==> config.mk <==
export PLATFORM = sky130hd
export DESIGN_NAME = nns_queue
export DESIGN_NICKNAME = d
export VERILOG_FILES = /design/src/nns_queue.sv
export SDC_FILE = /design/constraint.sdc
export NUM_CORES = 1
export LEC_CHECK = 0
export BUFFER_PORTS_ARGS = -buffer_cell sky130_fd_sc_hd__buf_2
export CORE_UTILIZATION = 45
export DETAILED_ROUTE_END_ITERATION = 10
export REMOVE_ABC_BUFFERS = 1
export SYNTH_ARGS = -nofsm -noshare
export SYNTH_HDL_FRONTEND = slang
export SYNTH_SLANG_ARGS = --single-unit
==> constraint.sdc <==
create_clock -name i_clk -period 6.7 [get_ports i_clk]
set_input_delay 1.005 -clock i_clk [delete_from_list [all_inputs] [get_ports i_clk]]
set_output_delay 1.005 -clock i_clk [all_outputs]
set_load 0.05 [all_outputs]
==> src/nns_queue.sv <==
// Small FIFO between the front end and the search engine.
`default_nettype none
module nns_queue #(
    parameter int WIDTH = 74,
    parameter int DEPTH = 4
) (
    input  wire              i_clk,
    input  wire              i_rst_n,
    input  wire              i_valid,
    output logic             o_ready,
    input  wire  [WIDTH-1:0] i_data,
    output logic             o_valid,
    input  wire              i_ready,
    output logic [WIDTH-1:0] o_data
);

    localparam int PTR_W = $clog2(DEPTH);

    logic [WIDTH-1:0] r_mem [DEPTH];
    logic [PTR_W:0]   r_wr_ptr;
    logic [PTR_W:0]   r_rd_ptr;
    logic             w_empty;
    logic             w_full;
    logic             w_push;
    logic             w_pop;

    assign w_empty = (r_wr_ptr == r_rd_ptr);
    assign w_full  = (r_wr_ptr[PTR_W-1:0] == r_rd_ptr[PTR_W-1:0]) &&
                     (r_wr_ptr[PTR_W] != r_rd_ptr[PTR_W]);
    assign o_ready = !w_full;
    assign o_valid = !w_empty;
    assign w_push  = i_valid && !w_full;
    assign w_pop   = i_ready && !w_empty;
    assign o_data  = r_mem[r_rd_ptr[PTR_W-1:0]];

    always_ff @(posedge i_clk) begin
        if (w_push) begin
            r_mem[r_wr_ptr[PTR_W-1:0]] <= i_data;
        end
    end

    always_ff @(posedge i_clk) begin
        if (!i_rst_n) begin
            r_wr_ptr <= '0;
            r_rd_ptr <= '0;
        end else begin
            if (w_push) begin
                r_wr_ptr <= r_wr_ptr + 1'b1;
            end
            if (w_pop) begin
                r_rd_ptr <= r_rd_ptr + 1'b1;
            end
        end
    end

endmodule
`default_nettype wire

==> metrics.txt, run 1 <==
run status=finished clean; Buffers on Ports=between 150 and 200; number of post-CTS setup repair buffers=0; cell with the largest stage delay on the worst path=sky130_fd_sc_hd__dfxtp_4; Fin Clk Skew=7.21 ps; highest cell delay on the worst timing path=between 900 and 1000 ps; arrival time at the worst endpoint=roughly 3000 ps; Hold Vio Cnt, Final=0; violation count after the first detailed-route iteration=between 300 and 400; Final Cycle Share=approximately three fifths; max-cap violations=0; fin worst setup slack=~2700 ps; critical path cell sequence=buf_4 -> mux4_2 -> buf_2; clock tree root buffer cell=sky130_fd_sc_hd__clkbuf_16; Leakage=4.50 nW; antenna violations before repair=3; area added between synthesis and finish=19.6%; number of buffers inserted for hold repair after clock tree synthesis=0; worst-case clock buffer depth=3; RSZ-0062 raised after global routing=false; Final HPWL DP=about 12,000 um; largest net degree at the start of global routing=75; max frequency=about 250 MHz; count of clock tree sinks=between 300 and 400; nets@finish=about 700; Post-synth EDFFs=between 200 and 300; sum of negative setup slack=0 ps; peak supply drop=0.275 mV; clock-pin slew on the worst setup and hold paths=60 ps; number of fill cells=approximately 1,900; number of global-route vias before repair=5,615; logic gate share of total power=29.2%; Detailed Routing Iterations Pass 1=6; gpl congestion=between 0.8 and 0.9; DR DRC count=0; placeable core region=between 0.02 and 0.025 mm^2; TritonCTS clock tree=built; Switching Power=between 2 and 2.5 mW; antenna viol nets, final=0; Max-slew headroom=23.3%; internal power=approximately 4 mW; clock latency of the later-clocked register in the worst-skew pair=~530 ps; Resized Gates After CTS=0; via count=between 5,000 and 6,000; Mapped Area=approximately 0.011 mm^2; layout cells sized above 1=approximately 44%; sequential fraction of design power=approximately 42%; # rows=57; number of H-tree branching levels=1; share of synthesized area occupied by flip-flops and latches=80.6%; Total Wirelength=around 20,000 um; mean cell area of the mapped netlist=about 25 um^2; Global Route Usage Sum=about 16%; number of storage elements in the synthesis netlist=between 300 and 400; required arrival time at the worst endpoint=~5700 ps; multi-input gate area in the final layout=about 0.0021 mm^2; gate count after technology mapping=roughly 450; total congestion overflow=0; Max FO, Critical Path=46; die area=around 0.026 mm^2; number of setup violations in the final report=0; power share of the clock group=around 29%; critical path endpoint category=primary output; wire length of the first global-routing pass=~32,000 um; Hold WC Path Type=flop to flop; power per cell area=452 mW/mm^2; number of warnings printed during yosys synthesis=0; clock buffers created by TritonCTS=30; Max Transition Viols Final=0; setup slack, reg-to-reg=~3800 ps; per-cell via count in the routed design=around 5.3; share of flip-flops with an asynchronous set or reset after synthesis=0%; min Tclk post-route=around 4000 ps; WS Path Type=flop to primary output; net switching share of the total power=34.0%; most used flip-flop cell after synthesis=sky130_fd_sc_hd__edfxtp_1; count of different cell masters after synthesis=29; Sequential Area=between 0.009 and 0.01 mm^2; boundary pin count=154; utilization after layout=between 50% and 60%; x dimension of the die=around 160 um; slew at the pin closest to its max-slew limit=roughly 1100 ps; initial cell density of the core=between 40 and 50%; pre-CTS worst setup slack=3100 ps; average wire per cell in the routed design=slightly above 20 um; die height=160 um; critical path startpoint category=flop
==> worst paths after layout <==
path                    start            to  cells past startpoint
setup / recovery         flop    o_data[44]                      3
hold / removal    r_wr_ptr[2]   r_wr_ptr[2]                      2
setup reg to reg  r_rd_ptr[0]  r_mem[3][18]                      4
hold reg to reg   r_wr_ptr[2]   r_wr_ptr[2]                      2
==> placed cells by master, fill, tap and decap left out, types with 5 or more instances in the layout <==
| cell | n |
|---|---|
| sky130_fd_sc_hd__clkbuf_16 | 31 |
| sky130_fd_sc_hd__inv_1 | 5 |
| sky130_fd_sc_hd__bufinv_16 | 5 |
| sky130_fd_sc_hd__nand2_1 | 5 |
| sky130_fd_sc_hd__buf_2 | 153 |
| sky130_fd_sc_hd__mux4_2 | 74 |
| sky130_fd_sc_hd__edfxtp_1 | 296 |
| sky130_fd_sc_hd__dfxtp_1 | 6 |
| sky130_fd_sc_hd__ha_1 | 5 |
| sky130_fd_sc_hd__clkinv_2 | 5 |
| sky130_fd_sc_hd__buf_4 | 6 |
==> per-layer routing <==
metal,part of all wire (%),global-route usage [%],vias up
met5,0.11,0,-
met4,1.3,3.68,4
met3,7.6,4.68,26
met2,49,26.9,159
met1,42,21.1,2695
li1,-,-,2304
==> sequential cells by signal, summed over array words and instances (netlist names), named ones only <==
name and count:
r_wr_ptr 3, r_rd_ptr 3, r_mem 296
==> metrics by stage <==
stage | instance area, um^2 | std cells | hold WS (ps) | power, mW
final | 13400 | 976 | 560 | 6.07
after global routing | 13400 | 975 | 575 | 6.31
after CTS | 13400 | 975 | 552 | 6.15
after detailed placement | 12400 | 919 | 545 | 4.40
after global placement | 12400 | 919 | 524 | 4.38
after floorplan | 11100 | 436 | 501 | 3.96
==> critical path, delay by kind of cell (launching register included) <==
kind | cells | cell delay (ps)
DFF | 1 | 970
muxes | 1 | 610
buffers and inverters | 2 | 860
==> kinds of logic (layout without fill, tap and decap cells) <==
family | Yosys count | in the layout | synth area share [%]
AO/OA/AOI/OAI | 19 | 19 | 1.17
XOR/XNOR | 6 | 6 | 0.468
adder cells (fa/ha/maj) | 5 | 5 | 0.557
buffers and inverters | 23 | 220 | 1.16
flip-flops | 304 | 304 | 80.6
multiplexers | 74 | 74 | 14.9
other | 0 | 1 | 0
AND/OR/NAND/NOR | 23 | 23 | 1.16
==> cell type report <==
cell class,instances,share of cell area [%]
Antenna cell,1,0.0186
Multi-Input combinational cell,127,15.4
Clock buffer,38,6.28
Inverter,5,0.140
Sequential cell,304,67.5
Tap cell,324,3.02
Timing Repair Buffer,159,6.04
Clock inverter,18,1.65
==> cells in the mapped netlist, types with 4 or more instances <==
cell / instances / area, um^2
sky130_fd_sc_hd__ha_1: 5 / 62.6
sky130_fd_sc_hd__mux4_2: 74 / 1670
sky130_fd_sc_hd__nand2_1: 5 / 18.8
sky130_fd_sc_hd__nand3b_1: 4 / 30.0
sky130_fd_sc_hd__edfxtp_1: 296 / 8890
sky130_fd_sc_hd__buf_2: 8 / 40.0
sky130_fd_sc_hd__o21ai_0: 4 / 20.0
sky130_fd_sc_hd__buf_4: 6 / 45.0
sky130_fd_sc_hd__and2_1: 4 / 25.0
sky130_fd_sc_hd__dfxtp_1: 8 / 160
sky130_fd_sc_hd__inv_1: 5 / 18.8
sky130_fd_sc_hd__a211o_1: 4 / 35.0
==> power groups by stage <==
stage               Sequential [mW]  Clock [mW]  Combinational [mW]
finish                         2.56        1.74                1.77
global route                   2.59        1.86                1.86
CTS                            2.57        1.78                1.80
detailed placement             2.61           0                1.80
global placement               2.59           0                1.78
floorplan                      2.61           0                1.35
(Power assumes the default switching activity.)
==> run 2, diff against run 1 <==
ABC_AREA = 1   (was not set)
PLACE_DENSITY = 0.67   (was not set)
clock period = 3.6 ns   (was 6.7 ns; I/O delays follow)
==> metrics.txt, run 2 <==
run status=finished clean; ranking of synthesized cells by instance count=296 x sky130_fd_sc_hd__edfxtp_1, 163 x sky130_fd_sc_hd__nor2_1, 94 x sky130_fd_sc_hd__o21ai_0; initial cell density of the core=between 40% and 50%; share of synthesized area occupied by flip-flops and latches=79.3%; DR DRC count=0; count of clock tree sinks=approximately 300; final design area excluding fillers=approximately 0.013 mm^2; Post-synth EDFFs=around 300; Total Wirelength=23,600 um; Max-slew headroom=46.5%; clock buffers created by TritonCTS=31; number of warnings printed during yosys synthesis=0; Hold WC Path Type=input port to flop; Buffers on Ports=~150; biggest area contributors in the synthesized netlist=sky130_fd_sc_hd__edfxtp_1 78%, sky130_fd_sc_hd__nor2_1 5.4%, sky130_fd_sc_hd__o21ai_0 4.1%, sky130_fd_sc_hd__o22ai_1 4.1%, sky130_fd_sc_hd__o21ai_1 2.4%; total chip power=9.04 mW; Fin Clk Skew=around 19 ps; number of flip-flops in the largest register=roughly 300; cell with the most instances after synthesis=sky130_fd_sc_hd__edfxtp_1; Max Transition Viols Final=0; mean cell area of the mapped netlist=14.5 um^2; placeable core region=between 0.02 and 0.025 mm^2; number of post-CTS setup repair buffers=0; nets@finish=just over 1,000; die height=between 150 and 200 um; slew at the pin closest to its max-slew limit=802 ps; antenna violations before repair=4; antenna viol nets, final=0; # rows=57; Resized Gates After CTS=0; largest net degree at the start of global routing=149; clock-pin slew on the worst setup and hold paths=about 60 ps; utilization after layout=54.6%; critical path endpoint category=primary output; Mapped Area=0.0114 mm^2; peak supply drop=0.460 mV; boundary pin count=between 150 and 200; max-cap violations=0; violation count after the first detailed-route iteration=approximately 500; clock tree root buffer cell=sky130_fd_sc_hd__clkbuf_16; number of H-tree branching levels=1; Final Cycle Share=approximately four fifths; number of storage elements in the synthesis netlist=304; clock latency of the later-clocked register in the worst-skew pair=~540 ps; wire length of the first global-routing pass=approximately 36,000 um; RSZ-0062 raised after global routing=false; number of setup violations in the final report=0; gate count after technology mapping=788; max frequency=346 MHz; commonest non-fill, non-tap cells in the layout=296 x sky130_fd_sc_hd__edfxtp_1, 160 x sky130_fd_sc_hd__nor2_1, 153 x sky130_fd_sc_hd__buf_2, 94 x sky130_fd_sc_hd__o21ai_0, 74 x sky130_fd_sc_hd__o22ai_1; commonest non-fill, non-tap cell in the layout=sky130_fd_sc_hd__edfxtp_1; Global Route Usage Sum=between 10% and 20%; min Tclk post-route=roughly 2900 ps; number of buffers inserted for hold repair after clock tree synthesis=0; total congestion overflow=0; layout cells sized above 1=between 20% and 30%; via count=between 6,000 and 7,000; Hold Vio Cnt, Final=0; DP Area=around 0.012 mm^2; most used flip-flop cell after synthesis=sky130_fd_sc_hd__edfxtp_1; Max FO, Critical Path=74; per-cell via count in the routed design=5.30; critical path startpoint category=flop; WS Path Type=flop to primary output; Detailed Routing Iterations Pass 1=6; gpl congestion=about 0.72; x dimension of the die=about 160 um; TritonCTS clock tree=built; die area=~0.026 mm^2; worst-case clock buffer depth=3; power per cell area=about 670 mW/mm^2; area added between synthesis and finish=17.7%; Leakage=~4.7 nW; arrival time at the worst endpoint=2350 ps; number of global-route vias before repair=roughly 6,500; required arrival time at the worst endpoint=3060 ps; Final HPWL DP=13,000 um; count of different cell masters after synthesis=17; share of flip-flops with an asynchronous set or reset after synthesis=0%; average wire per cell in the routed design=around 18 um; largest area contributor in the netlist=sky130_fd_sc_hd__edfxtp_1; share of the synthesized area in the top cell type=between 70% and 80%
run 2: worst paths after layout:
path	startpoint	endpoint	slack [ps]	cells past startpoint
setup / recovery	flop	o_data[58]	710	4
hold / removal	i_data[30]	r_mem[1][30]	210	1
setup reg to reg	r_wr_ptr[0]	r_mem[0][40]	1330	7
hold reg to reg	r_rd_ptr[2]	r_rd_ptr[2]	550	2
run 2: kinds of logic (layout without fill, tap and decap cells):
family,count (synthesis),count (layout),synth area share (%)
AND/OR/NAND/NOR,194,194,6.41
adder cells (fa/ha/maj),5,5,0.548
buffers and inverters,62,239,3.16
other,0,2,0
flip-flops,304,304,79.3
AO/OA/AOI/OAI,223,223,10.6
run 2: critical path: stages, from the launching register on:
cell and delay, ps:
sky130_fd_sc_hd__dfxtp_2 330, sky130_fd_sc_hd__buf_4 620, sky130_fd_sc_hd__o21ai_0 230, sky130_fd_sc_hd__o22ai_1 290, sky130_fd_sc_hd__buf_2 310
run 2: metal layers:
metal	global-route usage [%]	vias to the layer above	wire [um]
met5	0	-	29
met1	24.4	3352	10300
met4	3.52	4	315
met2	29.6	195	11600
li1	-	3256	-
met3	3.78	29	1380
run 2: per-stage QoR:
stage	cells	setup TNS [ps]	setup WS (ps)	hold slack, ps
6_report	1291	0	709	209
5_1_grt	1289	0	548	181
4_1_cts	1289	0	663	181
3_5_place_dp	1233	0	1270	541
3_3_place_gp	1233	0	1310	535
2_1_floorplan	740	-372620	-1290	516
run 2: final cells by class:
type / instances / area (um^2)
diodes: 2 / 5.00
clock buffers: 35 / 791
repair buffers: 169 / 923
fillers: 2012 / 11200
multi-input cells: 422 / 2030
clock inverters: 21 / 168
well taps: 324 / 405
flip-flops and latches: 304 / 9050
inverters: 14 / 56.3
run 2: power breakdown:
group | internal, mW | switching (mW)
logic | 0.411 | 1.51
registers | 4.08 | 0.0411
clock network | 1.77 | 1.23
