[config.mk]
export PLATFORM = sky130hd
export DESIGN_NAME = nns_front
export DESIGN_NICKNAME = d
export VERILOG_FILES = /design/src/nns_pkg.sv /design/src/nns_front.sv
export SDC_FILE = /design/constraint.sdc
export NUM_CORES = 1
export LEC_CHECK = 0
export BUFFER_PORTS_ARGS = -buffer_cell sky130_fd_sc_hd__buf_2
export CORE_MARGIN = 1
export CORE_UTILIZATION = 25
export DETAILED_ROUTE_END_ITERATION = 8
export PLACE_DENSITY_LB_ADDON = 0.15
export RECOVER_POWER = 50
export SLEW_MARGIN = 20
export SYNTH_ARGS = -nofsm -noshare
export SYNTH_HDL_FRONTEND = slang
export SYNTH_SLANG_ARGS = --single-unit
[constraint.sdc]
create_clock -name i_clk -period 2.6 [get_ports i_clk]
set_input_delay 0.13 -clock i_clk [delete_from_list [all_inputs] [get_ports i_clk]]
set_output_delay 0.13 -clock i_clk [all_outputs]
set_load 0.01 [all_outputs]
[src/nns_pkg.sv]
// Shared types and constants for the nearest neighbour search block.
`default_nettype none
package nns_pkg;

    // Mode codes as they arrive in the input tuser field.
    localparam int MODE_W = 2;
    localparam logic [MODE_W-1:0] MODE_UNUSED = 2'd3;

    // Commands that travel from the front end to the search engine.
    typedef enum logic [MODE_W-1:0] {
        OP_CLEAR = 2'd0,
        OP_LOAD  = 2'd1,
        OP_QUERY = 2'd2
    } t_op;

    // Result field widths.
    localparam int IDX_OUT_W = 10;
    localparam int DIST_W    = 50;

    // Per-axis magnitude that is squared without saturation.
    localparam int MAG_W     = 25;
    // Wide enough for the magnitude of any coordinate difference.
    localparam int MAG_EXT_W = 34;

    localparam logic [DIST_W-1:0] DIST_MAX = {DIST_W{1'b1}};

endpackage
`default_nettype wire

[src/nns_front.sv]
// Input front end: takes stream words, drops unused modes, holds one command.
`default_nettype none
module nns_front #(
    parameter int COORD_BITS = 24
) (
    input  wire                                 i_clk,
    input  wire                                 i_rst_n,
    input  wire                                 i_tvalid,
    output logic                                o_tready,
    input  wire  [nns_pkg::MODE_W-1:0]          i_mode,
    input  wire  [3*COORD_BITS-1:0]             i_pos,
    output logic                                o_valid,
    input  wire                                 i_ready,
    output nns_pkg::t_op                        o_op,
    output logic [3*COORD_BITS-1:0]             o_pos
);

    logic                    r_valid;
    nns_pkg::t_op            r_op;
    logic [3*COORD_BITS-1:0] r_pos;
    logic                    w_accept;

    assign o_tready = !r_valid || i_ready;
    assign w_accept = i_tvalid && o_tready;

    always_ff @(posedge i_clk) begin
        if (!i_rst_n) begin
            r_valid <= 1'b0;
        end else begin
            if (r_valid && i_ready) begin
                r_valid <= 1'b0;
            end
            if (w_accept) begin
                // mode 3 words are consumed and discarded
                r_valid <= (i_mode != nns_pkg::MODE_UNUSED);
                r_op    <= nns_pkg::t_op'(i_mode);
                r_pos   <= i_pos;
            end
        end
    end

    assign o_valid = r_valid;
    assign o_op    = r_op;
    assign o_pos   = r_pos;

endmodule
`default_nettype wire

==> key figures, run 1 <==
Final layout
  • Final instance area: about 0.0041 mm²
  • Syn-to-layout area delta: 79.18%
  • Final Core Density: about 47%
  • # nets final: just under 400
  • Number of diodes: 0
  • Share of layout cells above drive strength 1: around two fifths

Global route
  • GRT met2 Usage: a little under a fifth
  • Total global-route track usage: 11.60%
  • Met1 Usage GRT: 12.36%
  • Routing usage on met3: between 6 and 7%
  • First-pass GRT wire length: between 8000 and 9000 µm
  • Vias in the first global route: between 1.5k and 2k
  • Largest net degree at the start of global routing: 75
  • Busiest layer in global routing: met2
  • Total grt overflow: 0
  • Initial antenna violation count: 0

Timing
  • Final TNS setup: 0 ps
  • Fin. Hold Viols: 0
  • Highest Clock Rate: between 700 and 800 MHz
  • Worst Skew: roughly 6.2 ps
  • Min setup slack post-route: 1291 ps
  • Final worst path period share: approximately half
  • Max Slew Vio Count: 0
  • Worst Tran Pin Value: around 400 ps
  • RSZ-0062 raised after global routing: false
  • Minimum clock period: approximately 1300 ps
  • Final Setup Violations: 0
  • Rel. slew slack: between 70% and 80%
  • WHS: about 91 ps

Synthesis
  • Number of flops mapped to enable cells by yosys: 74
  • Post-synth top flop: edfxtp_1
  • Syn Nets: ~160
  • Sequential element share of the synthesized area: ~98%
  • Top-count cell post-synth: edfxtp_1
  • Synth top area share: a little over nine tenths
  • Syn avg cell area: ~28 µm²
  • Top cells by area, synth: edfxtp_1 (97%), dfxtp_1 (0.87%), nand2b_4 (0.60%)
  • Yosys cell types: 8
  • Syn Inst Count: just over 80
  • Ys async rst share: 0%
  • Syn Std Cell Area: 0.002296 mm²
  • YS warnings: 0
  • Area leader, netlist: edfxtp_1
  • Synthesized flop and latch total: 75

Run
  • Max-Cap Viols: 0

Setup path
  • Buf/Inv on CP: 1
  • R2R cell count: 3
  • Max FO, Critical Path: 74
  • Crit. End Element: flop
  • Startpoint types: flop
  • Endpoint of the worst register-to-register path: o_pos[40]$_DFFE_PP_
  • Worst r2r src: o_valid$_SDFFE_PN0P_
  • Critical Path AT: 1300 ps
  • Critical path type: flop to flop
  • Max incr delay on CP: between 300 and 400 ps
  • Worst path cell trace: nand2b_4, nor2b_4, buf_12
  • Crit path required time: ~2600 ps
  • CP max stage cell: dfxtp_1
  • Critical path's top delay family: flip-flops
  • FF-to-FF setup slack: ~1300 ps

Clock network
  • Setup Buffers After CTS: 0
  • PostCTS Resize Cnt: 0
  • TritonCTS clock tree: built
  • Clk_lat worst skew: ~340 ps
  • Root Driver: clkbuf_8
  • Max Buffers Root-to-Sink: 2
  • CTS Hold Buffers Added: 74
  • H-tree Lvls: 3
  • Clk sink count: 75
  • Worst-path clk slew: 70 ps
  • CTS buffer count: 9

Min path
  • Hold-critical path depth: 3
  • Hold endpoint: o_valid$_SDFFE_PN0P_
  • Hold crit path type: input pin to flop
  • Hold Startpoint: i_rst_n

Die
  • Die area: ~0.0096 mm²
  • IO Count: 154
  • Rows: 34
  • Height of the die: 97.83 µm
  • Die width: roughly 98 µm
  • Initial Utilization: roughly a quarter
  • Core region area: 0.008806 mm²

Detailed routing
  • Total number of vias: 1,651
  • Drt first pass iters: 6
  • Via density: roughly 3.8
  • Routed wire length: between 5000 and 6000 µm
  • Final antenna-violating net count: 0
  • Residual DRC: 26
  • Mean routed wirelength per cell: 12.45 µm
  • 1st-iter DRT viols: 45

Pwr
  • Worst VDD drop: around 0.00025 V
  • Power density over the cells: 630.4 mW/mm²
  • Leakage: roughly 1.6 nW

Place
  • Placer Congestion: slightly above 0.6
  • IO Port Bufs: approximately 150
  • Worst slack, placed: around 1300 ps
  • Area after DPL: around 0.0032 mm²
  • Detail Placement HPWL: approximately 3300 µm

Status
  • Failing checks: DRC
  • Outcome: finished, violations left
layer usage:
metal  up-vias  wire (µm)
li1        799          -
met1       728       2254
met2       115       2316
met3         9        724
met4         0         94
met5         -          0
report_power, final:
group | leakage [nW] | total, mW | switching (mW) | internal, mW
Sequential | 0.699 | 1.40 | 0.0126 | 1.39
Combinational | 0.837 | 0.247 | 0.103 | 0.144
Clock | 0.101 | 0.943 | 0.410 | 0.533
registers in the layout (all words and copies together) (netlist names):
name / flops
o_valid: 1
o_op: 2
o_pos: 72
logic make-up (layout without fill, tap and decap cells):
logic type      after synthesis  count (layout)  synth area share [%]
flops                        75              75                 97.66
buf+inv                       1             245                0.1633
compound gates                1               1                0.5449
simple gates                  4               4                 1.635
tightest hold or removal path, stage by stage:
cell and delay (ps):
buf_2 100, inv_1 70, o22ai_2 80
final cells by class:
class,count,area (µm²)
Fill cell,787,4692
Sequential cell,75,2242
Timing Repair Buffer,228,1475
Tap cell,108,135.1
Clock buffer,10,127.6
Clock inverter,6,80.08
Multi-Input combinational cell,5,50.05
Inverter,1,3.754
worst max-delay path by stage:
stage | startpoint | endpoint | slack [ps] | cells after the start
final | o_valid$_SDFFE_PN0P_ | o_pos[40]$_DFFE_PP_ | 1290 | 3
after global routing | o_valid$_SDFFE_PN0P_ | o_pos[27]$_DFFE_PP_ | 1220 | 3
after CTS | o_valid$_SDFFE_PN0P_ | o_pos[36]$_DFFE_PP_ | 1300 | 3
after detailed placement | o_valid$_SDFFE_PN0P_ | o_pos[52]$_DFFE_PP_ | 1310 | 3
after global placement | o_valid$_SDFFE_PN0P_ | o_pos[35]$_DFFE_PP_ | 1330 | 3
after floorplan | o_valid$_SDFFE_PN0P_ | o_op[0]$_DFFE_PP_ | 580 | 2
metrics by stage:
stage                     total power, mW  instances
after floorplan                     1.485         81
after detailed placement            1.600        343
final                               2.593        433
after global routing                2.696        433
after global placement              1.599        343
after CTS                           2.631        433
cells in the final DEF (no fill, tap or decap):
| cell | instances |
|---|---|
| clkinv_1 | 2 |
| nand2_1 | 1 |
| o22ai_2 | 1 |
| nor2b_4 | 1 |
| buf_12 | 1 |
| clkbuf_8 | 9 |
| clkbuf_1 | 42 |
| nand2b_4 | 1 |
| dlygate4sd3_1 | 74 |
| clkinv_2 | 1 |
| buf_2 | 112 |
| inv_1 | 1 |
| bufinv_16 | 2 |
| edfxtp_1 | 74 |
| and2_0 | 1 |
| clkinvlp_4 | 1 |
| dfxtp_1 | 1 |
(Power assumes the default switching activity.)
==> inputs of run 2 (changes only) <==
clock period = 1.25 ns   (was 2.6 ns; I/O delays follow)
==> key figures, run 2 (synthesized netlist as in run 1, its figures left out) <==
Final layout
  • Final Core Density: 47.10% (+0.38 points)
  • Commonest non-fill, non-tap cell in the layout: buf_2
  • Max reg flops: 72 (unchanged)
  • Number of diodes: 0 (unchanged)
  • Final instance area: 0.004148 mm² (+0.82%)
  • Syn-to-layout area delta: 80.65%
  • Final Non-Filler Cells: 435 (+0.46%)
  • # nets final: 401 (+0.75%)
  • Share of layout cells above drive strength 1: 42.51% (+2.8 points)
  • Commonest non-fill, non-tap cells in the layout: buf_2 (118), dlygate4sd3_1 (75), edfxtp_1 (74)

Die
  • IO Count: 154 (unchanged)
  • Die width: 97.83 µm (unchanged)
  • Die area: 0.009571 mm² (unchanged)
  • Rows: 34 (unchanged)
  • Height of the die: 97.83 µm (unchanged)
  • Core region area: 0.008806 mm² (unchanged)
  • Initial Utilization: 26.07% (unchanged)

Detailed routing
  • 1st-iter DRT viols: 80 (+78%)
  • Routed wire length: 5462 µm (+1.3%)
  • Drt first pass iters: 6 (unchanged)
  • Total number of vias: 1,638 (-0.79%)
  • Mean routed wirelength per cell: 12.56 µm (+0.87%)
  • Residual DRC: 28 (+7.7%)
  • Via density: 3.766 (-1.2%)
  • Final antenna-violating net count: 0 (unchanged)

Timing
  • Worst Tran Pin Value: 213.3 ps (-187.6 ps)
  • Minimum clock period: 1212 ps (-96.14 ps)
  • Max Slew Vio Count: 0 (unchanged)
  • Fin. Hold Viols: 0 (unchanged)
  • RSZ-0062 raised after global routing: false
  • WHS: 39.65 ps (-51.78 ps)
  • Final worst path period share: 96.99% (+47 points)
  • Rel. slew slack: 85.75% (+12 points)
  • Highest Clock Rate: 824.8 MHz (+7.9%)
  • Worst Skew: 5.745 ps (-0.4739 ps)
  • Final Setup Violations: 0 (unchanged)

Clock network
  • Worst-path clk slew: 70 ps (about the same)
  • Setup Buffers After CTS: 0 (unchanged)
  • Clk_lat worst skew: 330 ps (about the same)
  • Root Driver: clkbuf_8
  • H-tree Lvls: 3 (unchanged)
  • Max Buffers Root-to-Sink: 2 (unchanged)
  • Clk sink count: 75 (unchanged)
  • TritonCTS clock tree: built
  • CTS buffer count: 9 (unchanged)

Setup path
  • Critical path type: flop to flop
  • Max FO, Critical Path: 32 (-57%)
  • Crit path required time: 1270 ps (-1320 ps)
  • Crit. End Element: flop
  • Startpoint types: flop
  • Critical Path AT: 1240 ps (-60 ps)

Place
  • Area after DPL: 0.003258 mm² (+1.3%)
  • Placer Congestion: 0.6266 (+1.8%)
  • IO Port Bufs: 153 (unchanged)
  • Detail Placement HPWL: 3491 µm (+4.3%)
  • Placed Cells: 345 (+0.58%)

Global route
  • First-pass GRT wire length: 7997 µm (-2.4%)
  • Total global-route track usage: 11.18% (-0.42 points)
  • Total grt overflow: 0 (unchanged)
  • Largest net degree at the start of global routing: 33 (-56%)
  • Initial antenna violation count: 0 (unchanged)
  • Vias in the first global route: 1,732 (-3.2%)

Pwr
  • Tot Pwr: 5.176 mW (+100%)
  • Worst VDD drop: 0.0006850 V (+180%)
  • Power density over the cells: 1248 mW/mm² (+98%)
  • Leakage: 1.664 nW (+1.6%)

Run
  • Max-Cap Viols: 0 (unchanged)

Status
  • Outcome: finished, violations left
  • Failing checks: DRC

Min path
  • Hold crit path type: input pin to flop
## run 2: changes by cell type in the layout (fill, tap and decap cells not counted)
cell / change
clkbuf_1: -8
buf_2: +6
dfxtp_1: -1
clkbuf_2: +1
dfxtp_2: +1
bufinv_16: -1
buf_12: +2
dlygate4sd3_1: +1
clkinvlp_4: +1
## run 2: final timing paths
kind / start / to / slack, ps / depth (start not counted)
min: i_ready / o_valid$_SDFFE_PN0P_ / 40 / 3
max reg2reg: o_valid$_SDFFE_PN0P_ / o_pos[42]$_DFFE_PP_ / 40 / 3
max: o_valid$_SDFFE_PN0P_ / o_pos[42]$_DFFE_PP_ / 40 / 3
min reg2reg: o_valid$_SDFFE_PN0P_ / o_valid$_SDFFE_PN0P_ / 510 / 2
## run 2: through the flow
step | TNS (ps) | worst slack, ps
2_1_floorplan | -55030 | -743.6
3_3_place_gp | 0 | 59.06
3_5_place_dp | 0 | 49.31
4_1_cts | 0 | 27.35
5_1_grt | 0 | 1.724
6_report | 0 | 37.63
## run 2: repair_timing
item	4_1_cts	5_1_grt
hold endpoints to repair	75	0
gates resized for setup	0	0
hold buffers	75	0
## run 2: worst max-delay path, cell delays in order, from the launching register on
cell      delay (ps)
dfxtp_2          340
nand2b_4          70
nor2b_4          250
buf_12           230
## run 2: area by class of cell
cell class | instances | area [µm²]
Clock inverter | 6 | 57.56
Multi-Input combinational cell | 5 | 50.05
Clock buffer | 9 | 123.9
Tap cell | 108 | 135.1
Sequential cell | 75 | 2243
Timing Repair Buffer | 231 | 1534
Fill cell | 785 | 4658
Inverter | 1 | 3.754
## run 2: power breakdown
part | switching [mW] | internal (mW) | total (mW)
Clock | 0.827 | 0.894 | 1.72
Sequential | 0.0269 | 2.89 | 2.92
Combinational | 0.217 | 0.318 | 0.536
## run 2: routing by layer
layer / global-route usage, % / vias to the layer above / wire length, µm
met5: 0 / - / 0
met4: 4.196 / 0 / 62
met3: 5.870 / 6 / 645
met2: 17.33 / 113 / 2399
met1: 13.15 / 713 / 2355
li1: - / 806 / -
==> inputs of run 3 (changes only) <==
REMOVE_ABC_BUFFERS = 1   (was not set)
clock period = 1.23 ns   (was 1.25 ns; I/O delays follow)
==> key figures, run 3 (synthesized netlist as in run 1, its figures left out) <==
Status
  • Outcome: finished, violations left
  • Failing checks: DRC

Pwr
  • Leakage: 1.749 nW (+5.1%)
  • Seq pwr share: 53.2% (-3.2 points)
  • Power density over the cells: 1305 mW/mm² (+4.6%)
  • Worst VDD drop: 0.0005895 V (-14%)
  • Comb power frac: 10.4% (about the same)
  • Clock power frac: 36.4% (+3.2 points)
  • Switching Fraction: 20.54% (-0.16 points)
  • Tot Pwr: 5.578 mW (+7.8%)
  • Int Pwr: 4.433 mW (+8.0%)
  • Sw power: 1.146 mW (+6.9%)

Final layout
  • Commonest non-fill, non-tap cells in the layout: buf_2 (132), dlygate4sd3_1 (75), edfxtp_1 (74)
  • Final Core Density: 48.55% (+1.4 points)
  • Number of diodes: 0 (unchanged)
  • Max reg flops: 72 (unchanged)
  • Share of layout cells above drive strength 1: 47.75% (+5.2 points)
  • Final Non-Filler Cells: 441 (+1.4%)
  • # nets final: 406 (+1.2%)
  • Commonest non-fill, non-tap cell in the layout: buf_2
  • Fill count: 745 (-5.1%)
  • Syn-to-layout area delta: 86.21%

Detailed routing
  • 1st-iter DRT viols: 59 (-26%)
  • Via density: 3.834 (+1.8%)
  • Residual DRC: 26 (-7.1%)
  • Final antenna-violating net count: 0 (unchanged)
  • Routed wire length: 5535 µm (+1.3%)
  • Drt first pass iters: 7 (+1)
  • Total number of vias: 1,691 (+3.2%)
  • Mean routed wirelength per cell: 12.55 µm (about the same)

Timing
  • Min setup slack post-route: 21.48 ps (-16.14 ps)
  • Final Setup Violations: 0 (unchanged)
  • Fin. Hold Viols: 0 (unchanged)
  • Highest Clock Rate: 827.5 MHz (+0.32%)
  • Rel. slew slack: 87.79% (+2.0 points)
  • Final worst path period share: 98.25% (+1.3 points)
  • RSZ-0062 raised after global routing: true
  • Minimum clock period: 1209 ps (-3.857 ps)
  • Worst Tran Pin Value: 184.0 ps (-29.30 ps)
  • Max Slew Vio Count: 0 (unchanged)
  • Worst Skew: 8.181 ps (+2.436 ps)

Clock network
  • Max Buffers Root-to-Sink: 2 (unchanged)
  • Worst-path clk slew: 70 ps (about the same)
  • Root Driver: clkbuf_8
  • Clk sink count: 75 (unchanged)
  • TritonCTS clock tree: built
  • Clk_lat worst skew: 340 ps (about the same)
  • CTS buffer count: 9 (unchanged)
  • H-tree Lvls: 3 (unchanged)

Die
  • Rows: 34 (unchanged)
  • IO Count: 154 (unchanged)
  • Core region area: 0.008806 mm² (unchanged)
  • Initial Utilization: 26.07% (unchanged)
  • Height of the die: 97.83 µm (unchanged)
  • Die width: 97.83 µm (unchanged)
  • Die area: 0.009571 mm² (unchanged)

Run
  • Max-Cap Viols: 0 (unchanged)

Global route
  • Largest net degree at the start of global routing: 41 (+24%)
  • Total grt overflow: 0 (unchanged)
  • Vias in the first global route: 1,752 (+1.2%)
  • Initial antenna violation count: 0 (unchanged)
  • Total global-route track usage: 11.55% (+0.37 points)
  • First-pass GRT wire length: 8245 µm (+3.1%)

Place
  • IO Port Bufs: 153 (unchanged)
  • Placer Congestion: 0.6172 (-1.5%)
  • Placed Cells: 344 (-0.29%)
  • Worst slack, placed: 29.25 ps (-20.05 ps)

Setup path
  • Critical Path AT: 1240 ps (about the same)
  • Crit. End Element: flop
  • Startpoint types: flop
  • CP max stage cell: dfxtp_2
  • Max FO, Critical Path: 34 (+6.3%)
  • Max incr delay on CP: 340 ps (about the same)
  • Worst path cell trace: nand2b_4, nor2b_4, buf_6, buf_16
  • Critical path type: flop to flop
  • Crit path required time: 1260 ps (about the same)
  • FF-to-FF setup slack: 20 ps (-20 ps)

Min path
  • Hold crit path type: input pin to flop
[run 3: changes by cell type in the layout (fill, tap and decap cells not counted), moves of 2 or more]
cell	change
buf_2	+14
clkbuf_1	-12
buf_12	-2
buf_4	+2
buf_6	+2
clkbuf_16	+2
clkinv_1	-2
clkinvlp_4	+2
[run 3: area by class of cell]
cell class              count  area [µm²]  share of cell area [%]
flip-flops and latches     75        2243                   52.47
multi-input cells           5       50.05                   1.171
well taps                 108       135.1                   3.161
clock inverters             6       90.09                   2.107
inverters                   1       3.754                 0.08780
repair buffers            236        1625                   38.02
clock buffers              10       127.6                   2.985
[run 3: worst max-delay path, delay by kind of cell, from the launching register on]
kind | cells | cell delay [ps]
buffers and inverters | 2 | 300
flip-flops | 1 | 340
AND/OR/NAND/NOR | 2 | 240
[run 3: power by group through the flow]
stage          logic, mW  registers, mW  clock network, mW
6_report           0.580           2.97               2.03
4_1_cts            0.553           2.96               2.11
5_1_grt            0.626           2.98               2.21
2_1_floorplan     0.0516           3.09                  0
3_5_place_dp       0.366           3.02                  0
3_3_place_gp       0.367           3.02                  0
[run 3: repair_timing]
action                                  4_1_cts  5_1_grt
hold endpoints to repair                     75        0
setup buffers                                 0        3
resized for setup                             0        4
endpoints found under the setup margin        0       41
hold buffers                                 76        0
[run 3: path summary, 6_finish.rpt]
kind,end,start,cells after the start
max,o_pos[67]$_DFFE_PP_,o_valid$_SDFFE_PN0P_,4
min,o_valid$_SDFFE_PN0P_,i_ready,3
max reg2reg,o_pos[67]$_DFFE_PP_,o_valid$_SDFFE_PN0P_,4
min reg2reg,o_valid$_SDFFE_PN0P_,o_valid$_SDFFE_PN0P_,2
[run 3: per-layer routing]
layer / vias up / GRT usage, % / wire length [µm]
li1: 816 / - / -
met1: 753 / 13.78 / 2329
met2: 112 / 17.33 / 2435
met3: 10 / 5.082 / 664
met4: 0 / 6.643 / 107
met5: - / 0 / 0
[run 3: through the flow]
step | hold slack (ps) | TNS (ps) | area, µm²
2_1_floorplan | 160.4 | -58560 | 2296
3_3_place_gp | 238.5 | 0 | 3237
3_5_place_dp | 239.6 | 0 | 3237
4_1_cts | 357.2 | 0 | 4215
5_1_grt | 21.12 | -196.1 | 4275
6_report | 26.59 | 0 | 4275
